[src/hdl/tdcs_pkg.sv]
// ----------------------------------------------------------------------------
// tdcs_pkg
// widths, codes and shared types of the table-driven character scanner
// ----------------------------------------------------------------------------
`timescale 1ns / 1ps

package tdcs_pkg;

    // default sizes
    localparam int TDCS_NUM_TABLES = 16;
    localparam int TDCS_NUM_SLOTS  = 16;
    localparam int TDCS_CHAR_SET   = 256;

    // word field widths
    localparam int FUNC_W  = 3;
    localparam int TID_W   = 4;
    localparam int CHAR_W  = 8;
    localparam int SIDX_W  = 4;
    localparam int PUT_W   = 8;
    localparam int KIND_W  = 3;
    localparam int NXT_W   = 4;
    localparam int STAT_W  = 2;
    localparam int LEN_W   = 16;
    localparam int TOK_W   = 8;

    // width used to range-check indices against sizes up to 256
    localparam int EXT_W   = 9;

    // function codes
    localparam logic [FUNC_W-1:0] FN_START = 3'd0;
    localparam logic [FUNC_W-1:0] FN_SCAN  = 3'd1;
    localparam logic [FUNC_W-1:0] FN_EOS   = 3'd2;
    localparam logic [FUNC_W-1:0] FN_WRITE = 3'd3;
    localparam logic [FUNC_W-1:0] FN_CLEAR = 3'd4;
    localparam logic [FUNC_W-1:0] FN_PLUG  = 3'd5;

    // action kinds
    localparam logic [KIND_W-1:0] K_CONTIN = 3'd0;
    localparam logic [KIND_W-1:0] K_STOP   = 3'd1;
    localparam logic [KIND_W-1:0] K_STOPSH = 3'd2;
    localparam logic [KIND_W-1:0] K_ERROR  = 3'd3;
    localparam logic [KIND_W-1:0] K_GOTO   = 3'd4;

    // result status codes
    localparam logic [STAT_W-1:0] ST_STOP     = 2'd0;
    localparam logic [STAT_W-1:0] ST_FAULT    = 2'd1;
    localparam logic [STAT_W-1:0] ST_EOS      = 2'd2;
    localparam logic [STAT_W-1:0] ST_NOTFOUND = 2'd3;

    // one action slot as stored
    typedef struct packed {
        logic [PUT_W-1:0]  put;
        logic [KIND_W-1:0] kind;
        logic [NXT_W-1:0]  nxt_tbl;
    } slot_entry_t;

    // controller to datapath
    typedef struct packed {
        logic load_item;
        logic do_start;
        logic map_rd;
        logic slot_wr;
        logic slot_rd_scan;
        logic scan_commit;
        logic emit_eos;
        logic find_clr;
        logic find_rd;
        logic find_next;
        logic plug_wr;
        logic fill_clr;
        logic fill_wr;
        logic emit_nf;
    } ctrl_cmd_t;

    // datapath to controller
    typedef struct packed {
        logic in_start_ok;
        logic in_scan_ok;
        logic in_eos_ok;
        logic in_wr_ok;
        logic in_find_ok;
        logic eval_needs_out;
        logic out_free;
        logic find_hit;
        logic find_last;
        logic is_clear;
        logic fill_last;
    } dp_status_t;

endpackage

[src/hdl/tdcs_ctrl.sv]
// ----------------------------------------------------------------------------
// tdcs_ctrl
// sequencer: scan steps, slot search, map fill and result hand-off
// ----------------------------------------------------------------------------
`timescale 1ns / 1ps

module tdcs_ctrl
    import tdcs_pkg::*;
(
    input  logic       clk,
    input  logic       rst_n,
    input  logic       in_valid,
    output logic       in_ready,
    input  dp_status_t st,
    output ctrl_cmd_t  cmd
);

    typedef enum logic [7:0] {
        S_IDLE     = 8'b0000_0001,
        S_SLOT     = 8'b0000_0010,
        S_EVAL     = 8'b0000_0100,
        S_EOS      = 8'b0000_1000,
        S_FIND_RD  = 8'b0001_0000,
        S_FIND_CHK = 8'b0010_0000,
        S_FILL     = 8'b0100_0000,
        S_NFOUND   = 8'b1000_0000
    } state_t;

    state_t state_reg;
    state_t state_next;

    assign in_ready = (state_reg == S_IDLE);

    always_comb
    begin
        cmd        = '0;
        state_next = state_reg;
        case (state_reg)
            S_IDLE:
            begin
                if (in_valid)
                begin
                    cmd.load_item = 1'b1;
                    if (st.in_start_ok)
                    begin
                        cmd.do_start = 1'b1;
                    end
                    else if (st.in_scan_ok)
                    begin
                        cmd.map_rd = 1'b1;
                        state_next = S_SLOT;
                    end
                    else if (st.in_eos_ok)
                    begin
                        state_next = S_EOS;
                    end
                    else if (st.in_wr_ok)
                    begin
                        cmd.slot_wr = 1'b1;
                    end
                    else if (st.in_find_ok)
                    begin
                        cmd.find_clr = 1'b1;
                        state_next   = S_FIND_RD;
                    end
                end
            end
            S_SLOT:
            begin
                cmd.slot_rd_scan = 1'b1;
                state_next       = S_EVAL;
            end
            S_EVAL:
            begin
                if (!st.eval_needs_out || st.out_free)
                begin
                    cmd.scan_commit = 1'b1;
                    state_next      = S_IDLE;
                end
            end
            S_EOS:
            begin
                if (st.out_free)
                begin
                    cmd.emit_eos = 1'b1;
                    state_next   = S_IDLE;
                end
            end
            S_FIND_RD:
            begin
                cmd.find_rd = 1'b1;
                state_next  = S_FIND_CHK;
            end
            S_FIND_CHK:
            begin
                if (st.find_hit)
                begin
                    if (st.is_clear)
                    begin
                        cmd.fill_clr = 1'b1;
                        state_next   = S_FILL;
                    end
                    else
                    begin
                        cmd.plug_wr = 1'b1;
                        state_next  = S_IDLE;
                    end
                end
                else if (st.find_last)
                begin
                    state_next = S_NFOUND;
                end
                else
                begin
                    cmd.find_next = 1'b1;
                    state_next    = S_FIND_RD;
                end
            end
            S_FILL:
            begin
                cmd.fill_wr = 1'b1;
                if (st.fill_last)
                begin
                    state_next = S_IDLE;
                end
            end
            S_NFOUND:
            begin
                if (st.out_free)
                begin
                    cmd.emit_nf = 1'b1;
                    state_next  = S_IDLE;
                end
            end
            default:
            begin
                state_next = S_IDLE;
            end
        endcase
    end

    always_ff @(posedge clk or negedge rst_n)
    begin
        if (!rst_n)
        begin
            state_reg <= S_IDLE;
        end
        else
        begin
            state_reg <= state_next;
        end
    end

endmodule

[config.mk]
export PLATFORM = sky130hd
export DESIGN_NAME = tdcs_ctrl
export DESIGN_NICKNAME = d
export VERILOG_FILES = /design/src/hdl/tdcs_pkg.sv /design/src/hdl/tdcs_ctrl.sv
export SDC_FILE = /design/constraint.sdc
export NUM_CORES = 1
export LEC_CHECK = 0
export BUFFER_PORTS_ARGS = -buffer_cell sky130_fd_sc_hd__buf_2
export CAP_MARGIN = 20
export CORE_UTILIZATION = 49
export DETAILED_ROUTE_END_ITERATION = 8
export PLACE_DENSITY_LB_ADDON = 0.05
export SLEW_MARGIN = 10
export SYNTH_ARGS = -nofsm -noshare
export SYNTH_HDL_FRONTEND = slang
export SYNTH_SLANG_ARGS = --single-unit
[constraint.sdc]
create_clock -name clk -period 3.4 [get_ports clk]
set_input_delay 0.68 -clock clk [delete_from_list [all_inputs] [get_ports clk]]
set_output_delay 0.68 -clock clk [all_outputs]
set_load 0.02 [all_outputs]
## Yosys cells after proc, flatten, opt, wreduce, memory -nomap -nowiden

Cells that the tools add are included.

| operators by class | value |
|---|---|
| equality and inequality tests | 15 |
| mux-type cells | 42 |
| reductions and logical operators | 4 |

Operators by type and width:

| kind | count |
|---|---|
| 8-bit two-way mux | 11 |
| 8-bit case mux with 7 select lines | 1 |
| 1-bit two-way mux | 24 |
| 8-bit by 1-bit == test with 1-bit output (second input constant) | 1 |
| 8-bit by 2-bit == test with 1-bit output (second input constant) | 1 |
| 8-bit by 3-bit == test with 1-bit output (second input constant) | 1 |
| 8-bit by 4-bit == test with 1-bit output (second input constant) | 1 |
| 8-bit by 5-bit == test with 1-bit output (second input constant) | 1 |
| 8-bit by 6-bit == test with 1-bit output (second input constant) | 1 |
| 8-bit by 7-bit == test with 1-bit output (second input constant) | 1 |
| 8-bit == test (second input constant) | 1 |
| 4-bit two-way mux | 2 |
| 2-bit != test (second input constant) | 4 |
| 7-bit two-way mux | 1 |
| 7-bit AND reduction | 1 |
| 2-bit two-way mux | 2 |
| 4-bit by 1-bit != test with 1-bit output (second input constant) | 1 |
| 4-bit by 2-bit != test with 1-bit output (second input constant) | 1 |
| 3-bit two-way mux | 1 |
| 2-bit by 1-bit != test with 1-bit output (second input constant) | 1 |
| 2-bit OR reduction | 1 |
| 1-bit zero test | 1 |
| 1-bit logical OR | 1 |

| storage, ports and cells | value |
|---|---|
| flip-flop bits (word level) | 8 |
| input port bits | 14 |
| output and inout bits | 15 |
| word-level logic and storage cells | 62 |

## Logic depth before layout (Yosys ltp)

| logic depth | value |
|---|---|
| word-level depth | 7 |
| mapped depth | 7 |
| depth with buffers taken out | 5 |

## Worst setup path before layout

No wires, ideal clock.

| path | value |
|---|---|
| path kind | reg-to-output |
| start point | reg state_reg[7] |
| end point | out cmd[11] in the netlist's numbering |
| arrival time | 1.756 ns |
| data required time | 2.720 ns |
| path slack | 0.964 ns |
| cell stages (with the launch flop) | 7 |
| buffers on the path | 2 |
| cell sequence | dfrtp_1 > buf_6 > nor4_4 > and4b_1 > buf_4 > and2_1 > and3b_1 |

RTL lines:

| element | line | text |
|---|---|---|
| start, declared | tdcs_ctrl.sv:29 | `state_t state_reg;` |
| start signal, assigned | tdcs_ctrl.sv:150 | `state_reg <= state_next;` |
| end, declared | tdcs_ctrl.sv:15 | `output ctrl_cmd_t cmd` |

==> results.py <==
metrics = {
    "detailed_routing": {
        "drt_iter0_drc": 7,
        "viasPerCell": 5.652,
        "drt_wl_total_um": 1464,
        "ant_nets": 0,
        "drt_pass1_iterations": 4,
        "post-route-drc-count": 0,
        "wl_per_cell_um": 12.73,
        "num_vias": 650,
    },
    "sta": {
        "drv_slew": 0,
        "rsz0062_at_grt": "no",
        "timing.setup.tns_ns": 0,
        "clock_skew_ns": 0.001186,
        "final_hold_viol_count": 0,
        "post-route-min-period_ns": 2.740,
        "setup-violations-final": 0,
        "fmax_mhz": 364.9,
        "fin_hold_ws_ns": 0.2575,
        "tightestPinTransition_ns": 0.4502,
        "slew_headroom": 0.6976,
        "post-route-period-util": 0.8060,
        "timing.final.ws_setup_ns": 0.6597,
    },
    "final_layout": {
        "multi_input_area_um2": 425.4,
        "fillers": 104,
        "insertedDiodeCount": 0,
        "fin_util": 0.6867,
        "area_delta_synth_final_pct": 23.30,
        "finalInstanceArea_um2": 814.5,
        "largest_register_ffs": 8,
        "ff_latch_area_um2": 201.4,
        "drive_above_1_share": 0.3960,
        "fin_nets": 116,
    },
    "setup_path": {
        "start_kind": "flip-flop",
        "path_max_fanout": 10,
        "rr_endpoint": "state_reg[3]",
        "arrival_ns": 2.06,
        "reg2reg_slack_ns": 1.38,
        "crit_start": "state_reg[7]",
        "end_kind": "primary output",
        "cp.required_ns": 2.72,
        "worstSetupPathType": "reg2out",
        "r2r_cells": 5,
        "regToRegStartpoint": "state_reg[7]",
    },
    "logic_synthesis": {
        "ys_async_sr_fraction": 1.000,
        "synth.area.top_cells": "dfrtp_1, and4b_1, dfstp_2",
        "synth_cell_types": 33,
        "syn_avg_cell_area_um2": 9.175,
        "yosysTopAreaCell": "dfrtp_1",
        "synth_edf_count": 0,
        "synth_commonest_cells": "dfrtp_1, nor2_1, nand2_1",
        "ys_seq_elements": 8,
        "syn-cell-area_um2": 660.6,
        "yosysTopAreaCellShare": 0.2652,
        "synth-main-ff-cell": "dfrtp_1",
        "yosysSeqAreaShare": 0.3049,
        "syn_inst": 72,
        "ys_warn_count": 0,
        "synth_nets": 86,
        "synth.most_common_cell": "dfrtp_1",
    },
    "grt": {
        "track_usage": 0.2308,
        "grt.overflow.total": 0,
        "antenna_found_initial": 0,
        "grt_max_degree": 11,
        "grt_pass1_wl_um": 2352,
        "grt_pass1_vias": 544,
    },
    "placed_design": {
        "placed_cell_area_um2": 788.3,
        "port_buffers": 28,
        "place_ws_ns": 0.9701,
        "dp.final_hpwl_um": 1138,
        "gp_congestion": 0.7381,
    },
    "hold_path": {
        "hold_path_class": "in2async",
    },
    "cts": {
        "cts_tree": "done",
        "cts-root-buf": "clkbuf_4",
        "cts_resized": 0,
        "clk_latency_ns": 0.26,
        "post-cts-setup-buffer-count": 0,
        "htreeDepth": 1,
        "cts_hold_buffers": 0,
        "clkSlewWorstSetupHoldPaths_ns": 0.06,
        "cts_made_buffers": 3,
        "cts_max_path_buffers": 2,
        "cts_sinks": 8,
    },
    "floorplanning": {
        "row_count": 12,
        "coreArea_um2": 1186,
        "die_h_um": 38.72,
        "start_util": 0.5570,
        "die_w_um": 38.72,
        "io_pins": 29,
        "fp.dieArea_um2": 1499,
    },
    "job": {
        "maxCapViolCount": 0,
    },
    "power": {
        "power.density_cell_area_nw_per_um2": 678.5,
        "p_leak_nw": 0.4346,
        "ir_worst_vdd_uv": 461.8,
    },
    "run_status": {
        "status": "finished clean",
    },
}
[critical path, cell delays in order, from the launching register on]
cell,delay [ns]
dfrtp_1,0.50
nor4_4,0.40
and4b_1,0.40
and2_1,0.18
and3b_1,0.16
buf_2,0.16
[stage by stage]
step                      total power, mW  std cells
final                              0.5527        115
after global routing               0.6007        115
after CTS                          0.5544        115
after detailed placement           0.4695        111
after global placement             0.4649        111
after floorplan                    0.4209         72
[cells by family (layout without fill, tap and decap cells)]
logic type | count (synthesis) | count (layout) | share of synthesized area
mux | 1 | 1 | 0.01704
buf+inv | 4 | 33 | 0.05113
simple gates | 47 | 47 | 0.5000
compound gates | 9 | 9 | 0.08713
flops | 8 | 8 | 0.3049
xor+xnor | 3 | 3 | 0.03978
[worst max-delay path by stage]
stage / endpoint / cells past startpoint
finish: cmd[11] / 5
global route: cmd[11] / 5
CTS: cmd[11] / 5
detailed placement: cmd[11] / 5
global placement: cmd[11] / 5
floorplan: cmd[11] / 6
[report_power, final]
group	internal [mW]	switching, mW
logic	0.137	0.169
registers	0.122	0.0438
clock network	0.0452	0.0361
total	0.304	0.248
[layout make-up]
| type | instances | area share |
|---|---|---|
| clock buffer | 4 | 0.03226 |
| inverter | 1 | 0.004608 |
| multi-input combinational | 60 | 0.5223 |
| sequential | 8 | 0.2473 |
| tap | 14 | 0.02151 |
| timing repair buffer | 28 | 0.1720 |
[metal layers]
metal | up-vias | global-route usage | share of wire
li1 | 329 | - | -
met1 | 291 | 0.3004 | 0.49
met2 | 28 | 0.3708 | 0.46
met3 | 2 | 0.03468 | 0.050
met4 | 0 | 0.1034 | 0.0027
met5 | - | 0 | 0
[cells in the final DEF (no fill, tap or decap), types with 2 or more instances in the layout]
| cell type | n |
|---|---|
| nor2_1 | 6 |
| dfrtp_1 | 7 |
| clkbuf_4 | 3 |
| or2_2 | 2 |
| nor4_1 | 3 |
| and4_1 | 2 |
| and4b_2 | 2 |
| o31ai_1 | 2 |
| and3b_1 | 3 |
| buf_2 | 28 |
| o21ai_0 | 2 |
| xnor2_1 | 3 |
| nor2b_1 | 3 |
| a21oi_1 | 2 |
| and3_1 | 2 |
| nand2b_1 | 3 |
| and4b_1 | 3 |
| nand2_1 | 5 |
| nor3_1 | 3 |
| nor3b_1 | 3 |
(Power assumes the default switching activity.)
